### src/sv/nsx_pkg.sv
package nsx_pkg;

   // Configuration register indexes
   localparam int CSR_INDEX_W = 2;
   localparam logic [CSR_INDEX_W-1:0] CSR_NAME_HASH     = 2'd0;
   localparam logic [CSR_INDEX_W-1:0] CSR_LENGTH_HASH   = 2'd1;
   localparam logic [CSR_INDEX_W-1:0] CSR_BUFFER_LENGTH = 2'd2;
   localparam logic [CSR_INDEX_W-1:0] CSR_DECRYPT_MODE  = 2'd3;
   localparam int CSR_DATA_W = 32;

   // Key schedule constants
   localparam logic [4:0] KEY_A_START     = 5'd0;
   localparam logic [3:0] KEY_B_START     = 4'd8;
   localparam logic [4:0] KEY_A_LAST      = 5'd15;
   localparam logic [4:0] KEY_B_WRAP_OVER = 5'd12;
   localparam logic [4:0] KEY_B_KEEP_MAX  = 5'd8;
   localparam logic [6:0] RUN_XOR_STEP    = 7'd2;
   localparam logic [4:0] KEY_A_OFFSET    = 5'd3;
   localparam logic [4:0] KEY_B_OFFSET    = 5'd2;

   // Default depth of the job queue between front and back
   localparam int QUEUE_DEPTH = 2;

   // One byte job handed from front to back
   typedef struct packed {
      logic [7:0] data;
      logic [7:0] key_a;
      logic [7:0] key_b;
      logic [6:0] run_xor;
      logic       swap;
      logic       decrypt;
   } nsx_job_type;

   // Push side of the queue
   typedef struct packed {
      logic        valid;
      nsx_job_type job;
   } nsx_push_type;

   // Head of the queue as seen by the back end
   typedef struct packed {
      logic        valid;
      nsx_job_type job;
   } nsx_head_type;

   // Pick byte sel of a 32-bit hash, little-endian
   function automatic logic [7:0] key_byte(input logic [31:0] hash, input logic [1:0] sel);
      logic [7:0] b;
      case (sel)
         2'd0: b = hash[7:0];
         2'd1: b = hash[15:8];
         2'd2: b = hash[23:16];
         2'd3: b = hash[31:24];
         default: b = hash[7:0];
      endcase
      return b;
   endfunction

   function automatic logic [7:0] swap_nibbles(input logic [7:0] v);
      return {v[3:0], v[7:4]};
   endfunction

   // 7-bit value mod 7: fold octal digits (8 == 1 mod 7)
   function automatic logic [2:0] mod7(input logic [6:0] x);
      logic [3:0] s1;
      logic [3:0] s2;
      logic [3:0] r;
      s1 = {3'b0, x[6]} + {1'b0, x[5:3]} + {1'b0, x[2:0]};
      s2 = {3'b0, s1[3]} + {1'b0, s1[2:0]};
      r  = (s2 >= 4'd7) ? s2 - 4'd7 : s2;
      return r[2:0];
   endfunction

   // 5-bit value mod 3: fold base-4 digits (4 == 1 mod 3)
   function automatic logic [1:0] mod3(input logic [4:0] y);
      logic [3:0] s1;
      logic [2:0] s2;
      logic [2:0] r;
      s1 = {1'b0, y[4:2]} + {2'b0, y[1:0]};
      s2 = {1'b0, s1[3:2]} + {1'b0, s1[1:0]};
      r  = (s2 >= 3'd3) ? s2 - 3'd3 : s2;
      return r[1:0];
   endfunction

   // 7-bit value mod 12 = 4 * ((x >> 2) mod 3) + x[1:0]
   function automatic logic [3:0] mod12(input logic [6:0] x);
      return {mod3(x[6:2]), x[1:0]};
   endfunction

endpackage

### src/sv/nsx_if.sv
// Input byte channel
interface nsx_req_if;
   logic       valid;
   logic       ready;
   logic [7:0] data_in;
   logic       start_of_buffer;

   modport source (output valid, output data_in, output start_of_buffer, input ready);
   modport sink   (input valid, input data_in, input start_of_buffer, output ready);
endinterface

// Result byte channel
interface nsx_rsp_if;
   logic       valid;
   logic       ready;
   logic [7:0] data_out;

   modport source (output valid, output data_out, input ready);
   modport sink   (input valid, input data_out, output ready);
endinterface

### src/sv/nsx_front.sv
module nsx_front (
   input  logic                               clock,
   input  logic                               reset,
   input  logic                               csr_write_en,
   input  logic [nsx_pkg::CSR_INDEX_W-1:0]    csr_index,
   input  logic [nsx_pkg::CSR_DATA_W-1:0]     csr_write_data,
   nsx_req_if.sink                            req,
   input  logic                               queue_full,
   output nsx_pkg::nsx_push_type              push
);
   import nsx_pkg::*;

   logic [31:0] name_hash_ff;
   logic [31:0] length_hash_ff;
   logic [31:0] buffer_length_ff;
   logic        decrypt_ff;

   logic [4:0]  key_a_idx_ff, key_a_idx_in;
   logic [3:0]  key_b_idx_ff, key_b_idx_in;
   logic        swap_ff, swap_in;
   logic [6:0]  run_xor_ff, run_xor_in;

   logic        accept;
   logic [4:0]  ka_cur;
   logic [3:0]  kb_cur;
   logic        sw_cur;
   logic [6:0]  rx_cur;
   logic [4:0]  ka_inc;
   logic [4:0]  kb_inc;
   logic [4:0]  kb_next;
   logic [6:0]  rx_step;
   logic [2:0]  rx_mod7;
   logic [3:0]  rx_mod12;

   assign req.ready = !queue_full;
   assign accept    = req.valid && !queue_full;

   // Configuration registers
   always_ff @(posedge clock) begin
      if (reset) begin
         name_hash_ff     <= '0;
         length_hash_ff   <= '0;
         buffer_length_ff <= '0;
         decrypt_ff       <= 1'b0;
      end else if (csr_write_en) begin
         case (csr_index)
            CSR_NAME_HASH:     name_hash_ff     <= csr_write_data;
            CSR_LENGTH_HASH:   length_hash_ff   <= csr_write_data;
            CSR_BUFFER_LENGTH: buffer_length_ff <= csr_write_data;
            CSR_DECRYPT_MODE:  decrypt_ff       <= csr_write_data[0];
            default: ;
         endcase
      end
   end

   // Apply the start flag before this byte
   always_comb begin
      if (req.start_of_buffer) begin
         ka_cur = KEY_A_START;
         kb_cur = KEY_B_START;
         sw_cur = 1'b0;
         rx_cur = buffer_length_ff[8:2];
      end else begin
         ka_cur = key_a_idx_ff;
         kb_cur = key_b_idx_ff;
         sw_cur = swap_ff;
         rx_cur = run_xor_ff;
      end
   end

   // Advance indices, swap flag and running xor
   assign ka_inc   = ka_cur + 5'd1;
   assign kb_inc   = {1'b0, kb_cur} + 5'd1;
   assign rx_step  = rx_cur + RUN_XOR_STEP;
   assign rx_mod7  = mod7(rx_step);
   assign rx_mod12 = mod12(rx_step);

   always_comb begin
      key_a_idx_in = ka_inc;
      kb_next      = kb_inc;
      swap_in      = sw_cur;
      run_xor_in   = rx_cur;
      if (ka_inc <= KEY_A_LAST) begin
         if (kb_inc > KEY_B_WRAP_OVER) begin
            kb_next = '0;
            swap_in = !sw_cur;
         end
      end else if (kb_inc <= KEY_B_KEEP_MAX) begin
         key_a_idx_in = '0;
         swap_in      = !sw_cur;
      end else begin
         run_xor_in = rx_step;
         if (sw_cur) begin
            swap_in      = 1'b0;
            key_a_idx_in = {2'b0, rx_mod7};
            kb_next      = {1'b0, rx_mod12} + KEY_B_OFFSET;
         end else begin
            swap_in      = 1'b1;
            key_a_idx_in = {1'b0, rx_mod12} + KEY_A_OFFSET;
            kb_next      = {2'b0, rx_mod7};
         end
      end
      key_b_idx_in = kb_next[3:0];
   end

   // Hold key state; advance on each accepted beat
   always_ff @(posedge clock) begin
      if (reset) begin
         key_a_idx_ff <= KEY_A_START;
         key_b_idx_ff <= KEY_B_START;
         swap_ff      <= 1'b0;
         run_xor_ff   <= '0;
      end else if (accept) begin
         key_a_idx_ff <= key_a_idx_in;
         key_b_idx_ff <= key_b_idx_in;
         swap_ff      <= swap_in;
         run_xor_ff   <= run_xor_in;
      end
   end

   // Build the job for the back end
   assign push.valid       = accept;
   assign push.job.data    = req.data_in;
   assign push.job.key_a   = key_byte(name_hash_ff, ka_cur[1:0]);
   assign push.job.key_b   = key_byte(length_hash_ff, kb_cur[1:0]);
   assign push.job.run_xor = rx_cur;
   assign push.job.swap    = sw_cur;
   assign push.job.decrypt = decrypt_ff;

   // Stored key A index never leaves 0..15, key B index never exceeds 13
   a_key_a_range: assert property (@(posedge clock) disable iff (reset)
      !key_a_idx_ff[4])
      else $error("key A index out of range");
   a_key_b_range: assert property (@(posedge clock) disable iff (reset)
      key_b_idx_ff <= 4'd13)
      else $error("key B index out of range");

endmodule

### src/sv/nsx_queue.sv
module nsx_queue #(
   parameter int DEPTH = nsx_pkg::QUEUE_DEPTH
) (
   input  logic                  clock,
   input  logic                  reset,
   input  nsx_pkg::nsx_push_type push,
   output logic                  full,
   output nsx_pkg::nsx_head_type head,
   input  logic                  pop
);
   import nsx_pkg::*;

   localparam int PTR_W = (DEPTH > 1) ? $clog2(DEPTH) : 1;
   localparam int CNT_W = $clog2(DEPTH + 1);

   nsx_job_type      slot_ff [DEPTH];
   logic [PTR_W-1:0] wr_ptr_ff, wr_ptr_in;
   logic [PTR_W-1:0] rd_ptr_ff, rd_ptr_in;
   logic [CNT_W-1:0] count_ff, count_in;
   logic             do_push;
   logic             do_pop;

   assign full       = (count_ff == CNT_W'(DEPTH));
   assign do_push    = push.valid && !full;
   assign do_pop     = pop && (count_ff != '0);
   assign head.valid = (count_ff != '0);
   assign head.job   = slot_ff[rd_ptr_ff];

   // Advance pointers with wrap at the last slot
   assign wr_ptr_in = (wr_ptr_ff == PTR_W'(DEPTH - 1)) ? '0 : wr_ptr_ff + 1'b1;
   assign rd_ptr_in = (rd_ptr_ff == PTR_W'(DEPTH - 1)) ? '0 : rd_ptr_ff + 1'b1;

   always_comb begin
      count_in = count_ff;
      if (do_push && !do_pop) begin
         count_in = count_ff + 1'b1;
      end else if (do_pop && !do_push) begin
         count_in = count_ff - 1'b1;
      end
   end

   always_ff @(posedge clock) begin
      if (reset) begin
         wr_ptr_ff <= '0;
         rd_ptr_ff <= '0;
         count_ff  <= '0;
      end else begin
         if (do_push) begin
            wr_ptr_ff <= wr_ptr_in;
         end
         if (do_pop) begin
            rd_ptr_ff <= rd_ptr_in;
         end
         count_ff <= count_in;
      end
   end

   // Store the pushed job
   always_ff @(posedge clock) begin
      if (do_push) begin
         slot_ff[wr_ptr_ff] <= push.job;
      end
   end

   a_count_bound: assert property (@(posedge clock) disable iff (reset)
      count_ff <= CNT_W'(DEPTH))
      else $error("queue count above depth");
   a_count_push: assert property (@(posedge clock) disable iff (reset)
      (do_push && !do_pop) |=> (count_ff == $past(count_ff) + 1'b1))
      else $error("queue count missed a push");

endmodule

### src/sv/nsx_back.sv
module nsx_back (
   input  logic                  clock,
   input  logic                  reset,
   input  nsx_pkg::nsx_head_type head,
   output logic                  pop,
   nsx_rsp_if.source             rsp
);
   import nsx_pkg::*;

   logic       rsp_valid_ff, rsp_valid_in;
   logic [7:0] rsp_data_ff, rsp_data_in;
   logic [7:0] pre_mask;
   logic [7:0] post_mask;
   logic [7:0] mixed;
   logic [7:0] swapped;

   // Take the head when the output register is free or drains this cycle
   assign pop = head.valid && (!rsp_valid_ff || rsp.ready);

   // Mirror the key order for decrypt
   always_comb begin
      if (head.job.decrypt) begin
         pre_mask  = {1'b0, head.job.run_xor} ^ head.job.key_b;
         post_mask = head.job.key_a;
      end else begin
         pre_mask  = head.job.key_a;
         post_mask = {1'b0, head.job.run_xor} ^ head.job.key_b;
      end
      mixed       = head.job.data ^ pre_mask;
      swapped     = head.job.swap ? swap_nibbles(mixed) : mixed;
      rsp_data_in = swapped ^ post_mask;
   end

   always_comb begin
      rsp_valid_in = rsp_valid_ff;
      if (pop) begin
         rsp_valid_in = 1'b1;
      end else if (rsp.ready) begin
         rsp_valid_in = 1'b0;
      end
   end

   always_ff @(posedge clock) begin
      if (reset) begin
         rsp_valid_ff <= 1'b0;
      end else begin
         rsp_valid_ff <= rsp_valid_in;
      end
   end

   // Load the result byte
   always_ff @(posedge clock) begin
      if (pop) begin
         rsp_data_ff <= rsp_data_in;
      end
   end

   assign rsp.valid    = rsp_valid_ff;
   assign rsp.data_out = rsp_data_ff;

endmodule

### src/sv/nibble_swap_xor_byte_cipher.sv
// An accepted input byte is written into the job queue, and its result is loaded into
// the output register at the queue head when that register is free or draining.
// Throughput: one byte per cycle while the queue is not full.
// The job queue holds QUEUE_DEPTH bytes, so input keeps flowing while a result waits.
// Reset (synchronous, active high) clears the configuration registers to 0, key A
// index to 0, key B index to 8, swap flag and running xor to 0, and empties the queue.
module nibble_swap_xor_byte_cipher #(
   parameter int QUEUE_DEPTH = nsx_pkg::QUEUE_DEPTH
) (
   input  logic                               clock,
   input  logic                               reset,
   input  logic                               csr_write_en,
   input  logic [nsx_pkg::CSR_INDEX_W-1:0]    csr_index,
   input  logic [nsx_pkg::CSR_DATA_W-1:0]     csr_write_data,
   nsx_req_if.sink                            req_chan,
   nsx_rsp_if.source                          rsp_chan
);
   import nsx_pkg::*;

   nsx_push_type push;
   nsx_head_type head;
   logic         queue_full;
   logic         pop;

   nsx_front u_front (
      .clock          (clock),
      .reset          (reset),
      .csr_write_en   (csr_write_en),
      .csr_index      (csr_index),
      .csr_write_data (csr_write_data),
      .req            (req_chan),
      .queue_full     (queue_full),
      .push           (push)
   );

   nsx_queue #(
      .DEPTH (QUEUE_DEPTH)
   ) u_queue (
      .clock (clock),
      .reset (reset),
      .push  (push),
      .full  (queue_full),
      .head  (head),
      .pop   (pop)
   );

   nsx_back u_back (
      .clock (clock),
      .reset (reset),
      .head  (head),
      .pop   (pop),
      .rsp   (rsp_chan)
   );

endmodule

### src/flat_wrapper.sv
// flat-port wrapper written by rule: the top's interface ports become plain ports
module nibble_swap_xor_byte_cipher_flat import nsx_pkg::*;
#(
   parameter int QUEUE_DEPTH = nsx_pkg::QUEUE_DEPTH
)
  (clock, reset, csr_write_en, csr_index, csr_write_data, req_chan_valid, req_chan_data_in, req_chan_start_of_buffer, req_chan_ready, rsp_chan_valid, rsp_chan_data_out, rsp_chan_ready);
  nsx_req_if req_chan_i ();
  nsx_rsp_if rsp_chan_i ();
  input  logic clock;
  input  logic reset;
  input  logic csr_write_en;
  input  logic [nsx_pkg::CSR_INDEX_W-1:0] csr_index;
  input  logic [nsx_pkg::CSR_DATA_W-1:0] csr_write_data;
  input wire logic [$bits(req_chan_i.valid)-1:0] req_chan_valid;
  input wire logic [$bits(req_chan_i.data_in)-1:0] req_chan_data_in;
  input wire logic [$bits(req_chan_i.start_of_buffer)-1:0] req_chan_start_of_buffer;
  output wire logic [$bits(req_chan_i.ready)-1:0] req_chan_ready;
  output wire logic [$bits(rsp_chan_i.valid)-1:0] rsp_chan_valid;
  output wire logic [$bits(rsp_chan_i.data_out)-1:0] rsp_chan_data_out;
  input wire logic [$bits(rsp_chan_i.ready)-1:0] rsp_chan_ready;
  assign req_chan_i.valid = req_chan_valid;
  assign req_chan_i.data_in = req_chan_data_in;
  assign req_chan_i.start_of_buffer = req_chan_start_of_buffer;
  assign req_chan_ready = req_chan_i.ready;
  assign rsp_chan_valid = rsp_chan_i.valid;
  assign rsp_chan_data_out = rsp_chan_i.data_out;
  assign rsp_chan_i.ready = rsp_chan_ready;
  nibble_swap_xor_byte_cipher #(.QUEUE_DEPTH(QUEUE_DEPTH)) u_core (.clock(clock), .reset(reset), .csr_write_en(csr_write_en), .csr_index(csr_index), .csr_write_data(csr_write_data), .req_chan(req_chan_i), .rsp_chan(rsp_chan_i));
endmodule
### config.mk
export PLATFORM = sky130hd
export DESIGN_NAME = nibble_swap_xor_byte_cipher_flat
export DESIGN_NICKNAME = d
export VERILOG_FILES = /design/src/sv/nsx_pkg.sv /design/src/sv/nsx_if.sv /design/src/sv/nsx_front.sv /design/src/sv/nsx_queue.sv /design/src/sv/nsx_back.sv /design/src/sv/nibble_swap_xor_byte_cipher.sv /design/src/flat_wrapper.sv
export SDC_FILE = /design/constraint.sdc
export NUM_CORES = 1
export LEC_CHECK = 0
export ABC_AREA = 1
export BUFFER_PORTS_ARGS = -buffer_cell sky130_fd_sc_hd__buf_2
export CAP_MARGIN = 20
export CORE_ASPECT_RATIO = 0.75
export CORE_UTILIZATION = 34
export DETAILED_ROUTE_END_ITERATION = 8
export SLEW_MARGIN = 20
export SYNTH_ARGS = -nofsm -noshare
export SYNTH_HDL_FRONTEND = slang
export SYNTH_SLANG_ARGS = --single-unit
### constraint.sdc
create_clock -name clock -period 7.2 [get_ports clock]
set_input_delay 0.36 -clock clock [delete_from_list [all_inputs] [get_ports clock]]
set_output_delay 0.36 -clock clock [all_outputs]
set_load 0.02 [all_outputs]
==> results.sh, run 1 <==
export IMPL_yosys_top_cells_count="nand2_1 (217), nor2_1 (160), o21ai_0 (142)"
export IMPL_htree_levels=4
export IMPL_cts_tree="built"
export IMPL_die_y_um=137
export IMPL_synth_cell_types=39
export IMPL_cts_resized=0
export IMPL_clk_pin_slew_worst_paths_ns=0.07
export IMPL_core_area_um2=24000
export IMPL_cts_buffers_inserted=17
export IMPL_area_delta_synth_final_pct=13.8
export IMPL_reg2reg_from="u_core.u_front.run_xor_ff[1]$_SDFFE_PP0P_"
export IMPL_avgRoutedWirePerCell_um=14.0
export IMPL_critPathLaunch="u_core.u_front.run_xor_ff[1]$_SDFFE_PP0P_"
export IMPL_cp_end_kind="flip-flop"
export IMPL_peakVddDrop_v=0.000187
export IMPL_diodes=0
export IMPL_post_route_drc_count=0
export IMPL_drt_iter0_drc=586
export IMPL_nFillCells=2457
export IMPL_path_common_cell="inv_1"
export IMPL_fin_nets=1145
export IMPL_dieArea_um2=25100
export IMPL_multiInputGateArea_um2=3600
export IMPL_hold_viol=0
export IMPL_synth_async_reset_ratio_pct=0
export IMPL_insertion_delay_ns=0.43
export IMPL_status="finished clean"
export IMPL_grt_util_all_layers_pct=16.7
export IMPL_start_kind="flip-flop"
export IMPL_route_detailed_vias_per_inst=4.75
export IMPL_dominantRegCellSynth="dfxtp_1"
export IMPL_critPathKind="flip-flop to flip-flop"
export IMPL_routed_wl_um=19900
export IMPL_crit_arrival_ns=5.06
export IMPL_syn_nets=1108
export IMPL_ys_ff_latch=169
export IMPL_crit_end="u_core.u_front.key_b_idx_ff[3]$_SDFFE_PP1P_"
export IMPL_rsz0062_at_grt="false"
export IMPL_worstHoldPathType="input port to flip-flop"
export IMPL_synth_avg_cell_area_um2=8.06
export IMPL_synth_yosys_warnings=0
export IMPL_yosys_area_top_type="edfxtp_1"
export IMPL_grt_pass1_wl_um=32100
export IMPL_synthCells=1033
export IMPL_gp_congestion=0.864
export IMPL_fp_row_count=49
export IMPL_finalSetupViolCount=0
export IMPL_ios=58
export IMPL_period_needed_ns=4.69
export IMPL_initial_core_util_pct=34.7
export IMPL_r2r_setup_slack_ns=2.51
export IMPL_p_leak_nw=4.06
export IMPL_totalPowerFinal_mw=3.13
export IMPL_post_cts_buffers=0
export IMPL_synth_most_common_cell="nand2_1"
export IMPL_fmax_mhz=213
export IMPL_grt_overflow_total=0
export IMPL_setup_tns_ns=0
export IMPL_worst_pin_slew_ns=1.01
export IMPL_synth_area_top_cells="edfxtp_1 (27%), dfxtp_1 (23%), nand2_1 (9.8%), o21ai_0 (8.5%), nor2_1 (7.2%)"
export IMPL_p_per_area_nw_per_um2=330
export IMPL_hold_depth=1
export IMPL_cpPeakStageDelay_ns=0.51
export IMPL_finalMaxSlewViolations=0
export IMPL_timing_rr_end="u_core.u_front.key_b_idx_ff[3]$_SDFFE_PP1P_"
export IMPL_grt_pass1_vias=5938
export IMPL_antenna_found_initial=0
export IMPL_crit_fanout=7
export IMPL_port_buffers=57
export IMPL_worstPathRequired_ns=7.57
export IMPL_die_width_um=183
export IMPL_reg2reg_depth=25
export IMPL_cts_hold_buf=0
export IMPL_yosysSeqAreaShare_pct=49.5
export IMPL_synth_edf_count=74
export IMPL_regArea_um2=4130
export IMPL_fin_crit_sh_pct=65.2
export IMPL_cts_sinks=169
export IMPL_post_dp_hpwl_um=13900
export IMPL_drive_gt1_share_pct=11.2
export IMPL_grt_max_degree=82
export IMPL_num_vias=6715
export IMPL_antenna_left=0
export IMPL_synth_area_um2=8320
export IMPL_cap_violations=0
export IMPL_slowest_stage="o21ai_1"
export IMPL_synth_top_cell_area_share_pct=26.7
export IMPL_finClkSkew_ns=0.0136
export IMPL_cts_max_path_buffers=2
export IMPL_cts_root_buf="clkbuf_16"
export IMPL_first_pass_iters=5
export IMPL_relSlewSlack_pct=32.9
-- where the power goes --
group / switching (mW) / internal, mW / leakage (nW)
sequential: 0.0878 / 1.17 / 1.49
combinational: 0.605 / 0.315 / 2.28
clock: 0.397 / 0.554 / 0.295
total: 1.09 / 2.04 / 4.06
-- registers in the layout (all words and copies together) (netlist names), named ones only --
signal                           cells
u_core.u_front.length_hash_ff       32
u_core.u_front.decrypt_ff            1
u_core.u_front.name_hash_ff         32
u_core.u_back.rsp.valid              1
u_core.u_queue.count_ff              2
u_core.u_front.key_a_idx_ff          5
u_core.u_queue.slot_ff              66
u_core.u_queue.rd_ptr_ff             1
u_core.u_back.rsp.data_out           8
u_core.u_front.buffer_length_ff      7
u_core.u_front.swap_ff               1
u_core.u_queue.wr_ptr_ff             1
u_core.u_front.key_b_idx_ff          4
u_core.u_front.run_xor_ff            7
-- cells by family (layout without fill, tap and decap cells) --
| kind of cell | after synthesis | after routing | synth area share, % |
|---|---|---|---|
| simple gates | 457 | 457 | 22.7 |
| compound gates | 217 | 217 | 14.1 |
| flops | 169 | 169 | 49.5 |
| buf+inv | 144 | 194 | 7.28 |
| fa+ha+maj | 27 | 27 | 4.42 |
| xor+xnor | 18 | 18 | 1.89 |
| mux | 1 | 1 | 0.120 |
-- how the worst min path moves through the flow --
stage                                                 from                                      end
finish                                 req_chan_data_in[7]  u_core.u_queue.slot_ff[0][32]$_DFFE_PP_
global placement     u_core.u_queue.rd_ptr_ff$_SDFFE_PP0P_                                flip-flop
CTS                                    req_chan_data_in[7]  u_core.u_queue.slot_ff[0][32]$_DFFE_PP_
floorplan           u_core.u_front.decrypt_ff$_SDFFE_PP0P_   u_core.u_queue.slot_ff[0][0]$_DFFE_PP_
global route                           req_chan_data_in[3]  u_core.u_queue.slot_ff[1][28]$_DFFE_PP_
detailed placement   u_core.u_queue.rd_ptr_ff$_SDFFE_PP0P_    u_core.u_queue.rd_ptr_ff$_SDFFE_PP0P_
-- layer usage --
metal | up-vias | wire length (um) | track usage, %
met1 | 3070 | 10200 | 24.5
met4 | 0 | 184 | 3.87
met2 | 167 | 8400 | 25.0
met5 | - | 0 | 0
li1 | 3466 | - | -
met3 | 12 | 1040 | 3.44
-- cell usage in the layout (no fill, tap or decap), drive strengths merged, types with 15 or more instances in the layout --
cell type	count
nand2	226
nor2	162
o21ai	152
inv	103
dfxtp	95
edfxtp	74
buf	63
nand3	47
a21oi	45
ha	23
clkbuf	17
a22o	15
-- cell type report --
class                           count  share of cell area (%)
Clock buffer                       17                    4.49
Clock inverter                     15                    1.98
Inverter                           99                    3.98
Multi-Input combinational cell    720                    38.0
Sequential cell                   169                    43.6
Tap cell                          331                    4.37
Timing Repair Buffer               63                    3.57
-- worst max-delay path: cells and delay by family, from the launching register on --
kind	cells	cell delay, ns
buffers and inverters	6	0.64
xor gates and xnor gates	2	0.37
AOI/OAI and AO/OA	3	0.85
DFF	1	0.33
and+or+nand+nor	8	0.68
adders and majority gates	6	1.78
-- metrics by stage --
stage	hold slack, ns	utilization [%]	setup slack (ns)	cells	area, um2
after CTS	0.108	39.4	2.57	1413	9460
after global routing	0.112	39.5	2.00	1414	9470
after floorplan	0.426	-	3.00	1033	8320
final	0.125	39.5	2.51	1414	9470
after global placement	0.437	36.9	2.36	1381	8840
after detailed placement	0.443	36.9	2.31	1381	8840
Power figures use the tool's default switching activity.
==> inputs of run 2 (changes only) <==
==> constraint.sdc (replaced) <==
create_clock -name clock -period 4.4 [get_ports clock]
set_input_delay 0.22 -clock clock [delete_from_list [all_inputs] [get_ports clock]]
set_output_delay 0.22 -clock clock [all_outputs]
set_load 0.02 [all_outputs]
==> run 2 against run 1 <==
Effect of this change: first-iteration DRC count is 21% lower; utilization is 0.35 points higher; largest power group unchanged; critical endpoint is now u_core.u_front.key_b_idx_ff[2]$_SDFFE_PP0P_; routed wire length is 0.91% higher.
==> results.sh, run 2 (synthesis gave the netlist of run 1 again) <==
export IMPL_fin_nets=1160
export IMPL_cts_sinks=169
export IMPL_reg2reg_depth=28
export IMPL_grt_overflow_total=0
export IMPL_cts_tree="built"
export IMPL_top_regs="u_core.u_queue.slot_ff: 66 flops, u_core.u_front.length_hash_ff: 32 flops, u_core.u_front.name_hash_ff: 32 flops"
export IMPL_gp_congestion=0.866
export IMPL_status="finished clean"
export IMPL_post_dp_hpwl_um=14200
export IMPL_die_y_um=137
export IMPL_mostFrequentLayoutCells="nand2_1 (217), nor2_1 (158), o21ai_0 (142)"
export IMPL_grt_pass1_vias=6298
export IMPL_largest_register="u_core.u_queue.slot_ff"
export IMPL_finalMaxSlewViolations=0
export IMPL_layout_commonest_cell="nand2_1"
export IMPL_antenna_found_initial=0
export IMPL_path_delay_family="adder cells"
export IMPL_insertion_delay_ns=0.44
export IMPL_fin_crit_sh_pct=90.5
export IMPL_finalNonFillerCells=1429
export IMPL_dieArea_um2=25100
export IMPL_setup_tns_ns=0
export IMPL_grt_pass1_wl_um=32600
export IMPL_finClkSkew_ns=0.00900
export IMPL_post_route_drc_count=0
export IMPL_initial_core_util_pct=34.7
export IMPL_critPathKind="flip-flop to flip-flop"
export IMPL_cpPeakStageDelay_ns=0.52
export IMPL_post_cts_buffers=0
export IMPL_fp_row_count=49
export IMPL_reg2reg_from="u_core.u_front.buffer_length_ff[3]$_SDFFE_PP0P_"
export IMPL_cp_end_kind="flip-flop"
export IMPL_peakVddDrop_v=0.000291
export IMPL_grt_max_degree=81
export IMPL_ios=58
export IMPL_p_per_area_nw_per_um2=525
export IMPL_worstHoldStart="csr_write_data[20]"
export IMPL_clk_pin_slew_worst_paths_ns=0.07
export IMPL_start_kind="flip-flop"
export IMPL_drt_iter0_drc=463
export IMPL_drive_gt1_share_pct=11.9
export IMPL_htree_levels=4
export IMPL_relSlewSlack_pct=34.1
export IMPL_diodes=0
export IMPL_cts_buffers_inserted=17
export IMPL_finalSetupViolCount=0
export IMPL_period_needed_ns=3.98
export IMPL_nFillCells=2462
export IMPL_antenna_left=0
export IMPL_whs_endpoint="u_core.u_front.length_hash_ff[20]$_SDFFE_PP0P_"
export IMPL_cts_root_buf="clkbuf_16"
export IMPL_p_leak_nw=4.10
export IMPL_port_buffers=57
export IMPL_worst_pin_slew_ns=0.987
export IMPL_avgRoutedWirePerCell_um=14.0
export IMPL_post_place_cells=1388
export IMPL_first_pass_iters=5
export IMPL_totalPowerFinal_mw=5.02
export IMPL_crit_arrival_ns=4.31
export IMPL_core_area_um2=24000
export IMPL_worstHoldPathType="input port to flip-flop"
export IMPL_cp_num_buf_inv=8
export IMPL_grt_util_all_layers_pct=16.9
export IMPL_routed_wl_um=20000
export IMPL_die_width_um=183
export IMPL_worstPathRequired_ns=4.73
export IMPL_area_delta_synth_final_pct=14.8
export IMPL_cts_max_path_buffers=2
export IMPL_critPathLaunch="u_core.u_front.buffer_length_ff[3]$_SDFFE_PP0P_"
export IMPL_hold_viol=0
export IMPL_route_detailed_vias_per_inst=4.69
export IMPL_hold_depth=3
export IMPL_fmax_mhz=251
export IMPL_slowest_stage="fa_1"
export IMPL_r2r_setup_slack_ns=0.42
export IMPL_largest_reg_flops=66
export IMPL_timing_rr_end="u_core.u_front.key_b_idx_ff[2]$_SDFFE_PP0P_"
export IMPL_cap_violations=0
export IMPL_num_vias=6703
export IMPL_crit_fanout=6
-- run 2: layout make-up --
type	count	area, um2	share of cell area, %
clock buffers	17	425	4.45
clock inverters	15	126	1.32
inverters	99	377	3.94
multi-input cells	720	3620	37.9
flip-flops and latches	169	4130	43.2
well taps	331	414	4.33
repair buffers	78	467	4.88
-- run 2: routing by layer --
layer	routed length, um	up-vias	track usage (%)
li1	-	3500	-
met1	10300	3042	24.0
met2	8480	146	26.0
met3	1010	15	3.91
met4	202	0	4.15
met5	0	-	0
-- run 2: power breakdown --
| group | total (mW) | switching [mW] | internal, mW |
|---|---|---|---|
| clock | 1.43 | 0.689 | 0.745 |
| combinational | 1.56 | 1.02 | 0.536 |
| sequential | 2.02 | 0.109 | 1.92 |
| total | 5.02 | 1.82 | 3.20 |
-- run 2: repair_timing --
| item | 4_1_cts | 5_1_grt |
|---|---|---|
| hold endpoints to repair | 16 | 0 |
| gates resized for setup | 0 | 4 |
| hold buffers | 8 | 0 |
| setup endpoints to repair | 0 | 2 |
-- run 2: worst max-delay path by stage --
stage                                                             end  depth (start not counted)  slack, ns
final                     u_core.u_front.key_b_idx_ff[2]$_SDFFE_PP0P_                         28       0.42
after global routing      u_core.u_front.key_b_idx_ff[2]$_SDFFE_PP0P_                         27     -0.005
after CTS                 u_core.u_front.key_b_idx_ff[2]$_SDFFE_PP0P_                         25       0.29
after detailed placement  u_core.u_front.key_b_idx_ff[2]$_SDFFE_PP0P_                         27       0.20
after global placement    u_core.u_front.key_b_idx_ff[2]$_SDFFE_PP0P_                         27       0.28
after floorplan           u_core.u_front.key_b_idx_ff[2]$_SDFFE_PP0P_                         25       0.28
-- run 2: through the flow --
| stage | cell area, um2 | utilization (%) | hold WS [ns] | worst slack [ns] |
|---|---|---|---|---|
| global route | 9560 | 39.9 | 0.0271 | -0.00481 |
| floorplan | 8320 | - | 0.319 | 0.283 |
| global placement | 8890 | 37.1 | 0.416 | 0.278 |
| CTS | 9530 | 39.7 | 0.00664 | 0.289 |
| detailed placement | 8890 | 37.1 | 0.412 | 0.198 |
| finish | 9560 | 39.9 | 0.0211 | 0.419 |
-- run 2: worst reg2reg max path: cells and delay by family, from the launching register on --
family | cells | cell delay (ns)
adder cells (fa/ha/maj) | 6 | 1.66
XOR/XNOR | 1 | 0.13
buffers and inverters | 8 | 0.64
AO/OA/AOI/OAI | 4 | 0.49
flip-flops | 1 | 0.31
AND/OR/NAND/NOR | 9 | 0.65
==> inputs of run 3 (changes only) <==
--- a/config.mk
+++ b/config.mk
@@ -9,7 +9,8 @@
 export BUFFER_PORTS_ARGS = -buffer_cell sky130_fd_sc_hd__buf_2
 export CAP_MARGIN = 20
 export CORE_ASPECT_RATIO = 0.75
-export CORE_UTILIZATION = 34
+export CORE_MARGIN = 5
+export CORE_UTILIZATION = 35
 export DETAILED_ROUTE_END_ITERATION = 8
 export SLEW_MARGIN = 20
 export SYNTH_ARGS = -nofsm -noshare
==> run 3 against run 2 <==
Effect of this change: via count down 0.43%; worst hold slack worse by 0.0085 ns; clock power up 5%; worst setup slack worse by 0.032 ns; first-iteration DRC count down 1.7%; critical endpoint is now u_core.u_front.key_a_idx_ff[3]$_SDFFE_PP0P_; largest power group unchanged.
==> results.sh, run 3 (synthesis gave the netlist of run 1 again) <==
export IMPL_status="finished clean"
export IMPL_cts_root_buf="clkbuf_16"
export IMPL_drt_iter0_drc=455
export IMPL_grt_pass1_wl_um=32300
export IMPL_gp_congestion=0.807
export IMPL_antenna_found_initial=0
export IMPL_antenna_left=0
export IMPL_setup_tns_ns=0
export IMPL_first_pass_iters=5
export IMPL_route_detailed_vias_per_inst=4.78
export IMPL_cts_max_path_buffers=2
export IMPL_relSlewSlack_pct=28.5
export IMPL_port_buffers=57
export IMPL_fmax_mhz=249
export IMPL_fin_crit_sh_pct=91.2
export IMPL_cp_num_buf_inv=7
export IMPL_p_per_area_nw_per_um2=532
export IMPL_largest_reg_flops=66
export IMPL_ios=58
export IMPL_path_delay_family="adder cells"
export IMPL_mostFrequentLayoutCells="nand2_1 (217), nor2_1 (158), o21ai_0 (139)"
export IMPL_peakVddDrop_v=0.000244
export IMPL_hold_viol=0
export IMPL_p_leak_nw=4.11
export IMPL_multiInputGateArea_um2=3610
export IMPL_cap_violations=0
export IMPL_cts_tree="built"
export IMPL_finalNonFillerCells=1397
export IMPL_top_regs="u_core.u_queue.slot_ff: 66 flops, u_core.u_front.length_hash_ff: 32 flops, u_core.u_front.name_hash_ff: 32 flops"
export IMPL_critPathKind="flip-flop to flip-flop"
export IMPL_worstHoldPathType="input port to flip-flop"
export IMPL_nFillCells=2358
export IMPL_grt_max_degree=82
export IMPL_cts_sinks=169
export IMPL_fp_row_count=48
export IMPL_post_dp_hpwl_um=13900
export IMPL_period_needed_ns=4.01
export IMPL_grt_overflow_total=0
export IMPL_avgRoutedWirePerCell_um=14.4
export IMPL_finalSetupViolCount=0
export IMPL_cpPeakStageDelay_ns=0.51
export IMPL_drive_gt1_share_pct=11.7
export IMPL_dieArea_um2=27000
export IMPL_layout_commonest_cell="nand2_1"
export IMPL_finClkSkew_ns=0.0117
export IMPL_totalPowerFinal_mw=5.08
export IMPL_core_area_um2=23200
export IMPL_crit_fanout=6
export IMPL_post_cts_buffers=0
export IMPL_path_common_cell="inv_1"
export IMPL_diodes=0
export IMPL_fin_nets=1159
export IMPL_initial_core_util_pct=35.9
export IMPL_largest_register="u_core.u_queue.slot_ff"
export IMPL_cts_buffers_inserted=17
export IMPL_insertion_delay_ns=0.44
export IMPL_die_width_um=188
export IMPL_area_delta_synth_final_pct=14.6
export IMPL_post_route_drc_count=0
export IMPL_crit_arrival_ns=4.39
export IMPL_grt_pass1_vias=6077
export IMPL_routed_wl_um=20100
export IMPL_rsz0062_at_grt="false"
export IMPL_clk_pin_slew_worst_paths_ns=0.07
export IMPL_start_kind="flip-flop"
export IMPL_slowest_stage="fa_1"
export IMPL_worstPathRequired_ns=4.77
export IMPL_worst_pin_slew_ns=1.07
export IMPL_num_vias=6674
export IMPL_htree_levels=4
export IMPL_regArea_um2=4130
export IMPL_die_y_um=144
export IMPL_grt_util_all_layers_pct=15.2
export IMPL_post_place_cells=1356
export IMPL_cp_end_kind="flip-flop"
export IMPL_finalMaxSlewViolations=0
==> run 3: cell types whose count changed in the layout (fill, tap and decap cells not counted), moves of 2 or more <==
cell,previous run,this run
inv_8,3,5
inv_6,9,6
o21ai_0,142,139
o21ai_1,7,10
==> run 3: worst min-delay path, cell delays in order <==
cell    delay [ns]
buf_2         0.08
nor2_1        0.04
nor2_1        0.08
==> run 3: what timing repair did <==
| item | 4_1_cts | 5_1_grt |
|---|---|---|
| hold buffers | 8 | 0 |
| hold endpoints to repair | 16 | 0 |
| setup endpoints to repair | 0 | 2 |
| resized for setup | 0 | 5 |
==> run 3: where the power goes <==
part           switching [mW]  internal (mW)
combinational            1.05          0.532
sequential             0.0767           1.91
clock                   0.698          0.805
total                    1.83           3.25
==> run 3: per-stage QoR <==
stage	setup slack (ns)	hold WS [ns]	util [%]	area, um2
floorplan	0.283	0.319	-	8320
global placement	0.286	0.417	38.2	8850
detailed placement	0.215	0.415	38.2	8850
CTS	0.316	0.00212	41.0	9510
global route	0.0300	0.0121	41.2	9540
finish	0.387	0.0126	41.2	9540
==> run 3: path summary, 6_finish.rpt <==
path / start / slack (ns) / end / cells past startpoint
max: u_core.u_front.buffer_length_ff[3]$_SDFFE_PP0P_ / 0.39 / u_core.u_front.key_a_idx_ff[3]$_SDFFE_PP0P_ / 25
min: csr_write_data[27] / 0.01 / u_core.u_front.length_hash_ff[27]$_SDFFE_PP0P_ / 3
max reg2reg: u_core.u_front.buffer_length_ff[3]$_SDFFE_PP0P_ / 0.39 / u_core.u_front.key_a_idx_ff[3]$_SDFFE_PP0P_ / 25
min reg2reg: u_core.u_queue.rd_ptr_ff$_SDFFE_PP0P_ / 0.45 / flip-flop / 1
==> run 3: per-layer routing <==
metal,wire length [um],track usage [%],vias up
met5,0,0,-
met4,242,3.86,0
met3,1070,3.89,18
met2,8490,22.3,146
met1,10300,22.3,3015
li1,-,-,3495
==> run 3: layout make-up <==
class,count,share of cell area [%]
Sequential cell,169,43.2
Multi-Input combinational cell,720,37.8
Timing Repair Buffer,77,4.96
Clock buffer,17,4.46
Inverter,99,3.95
Tap cell,300,3.93
Clock inverter,15,1.63
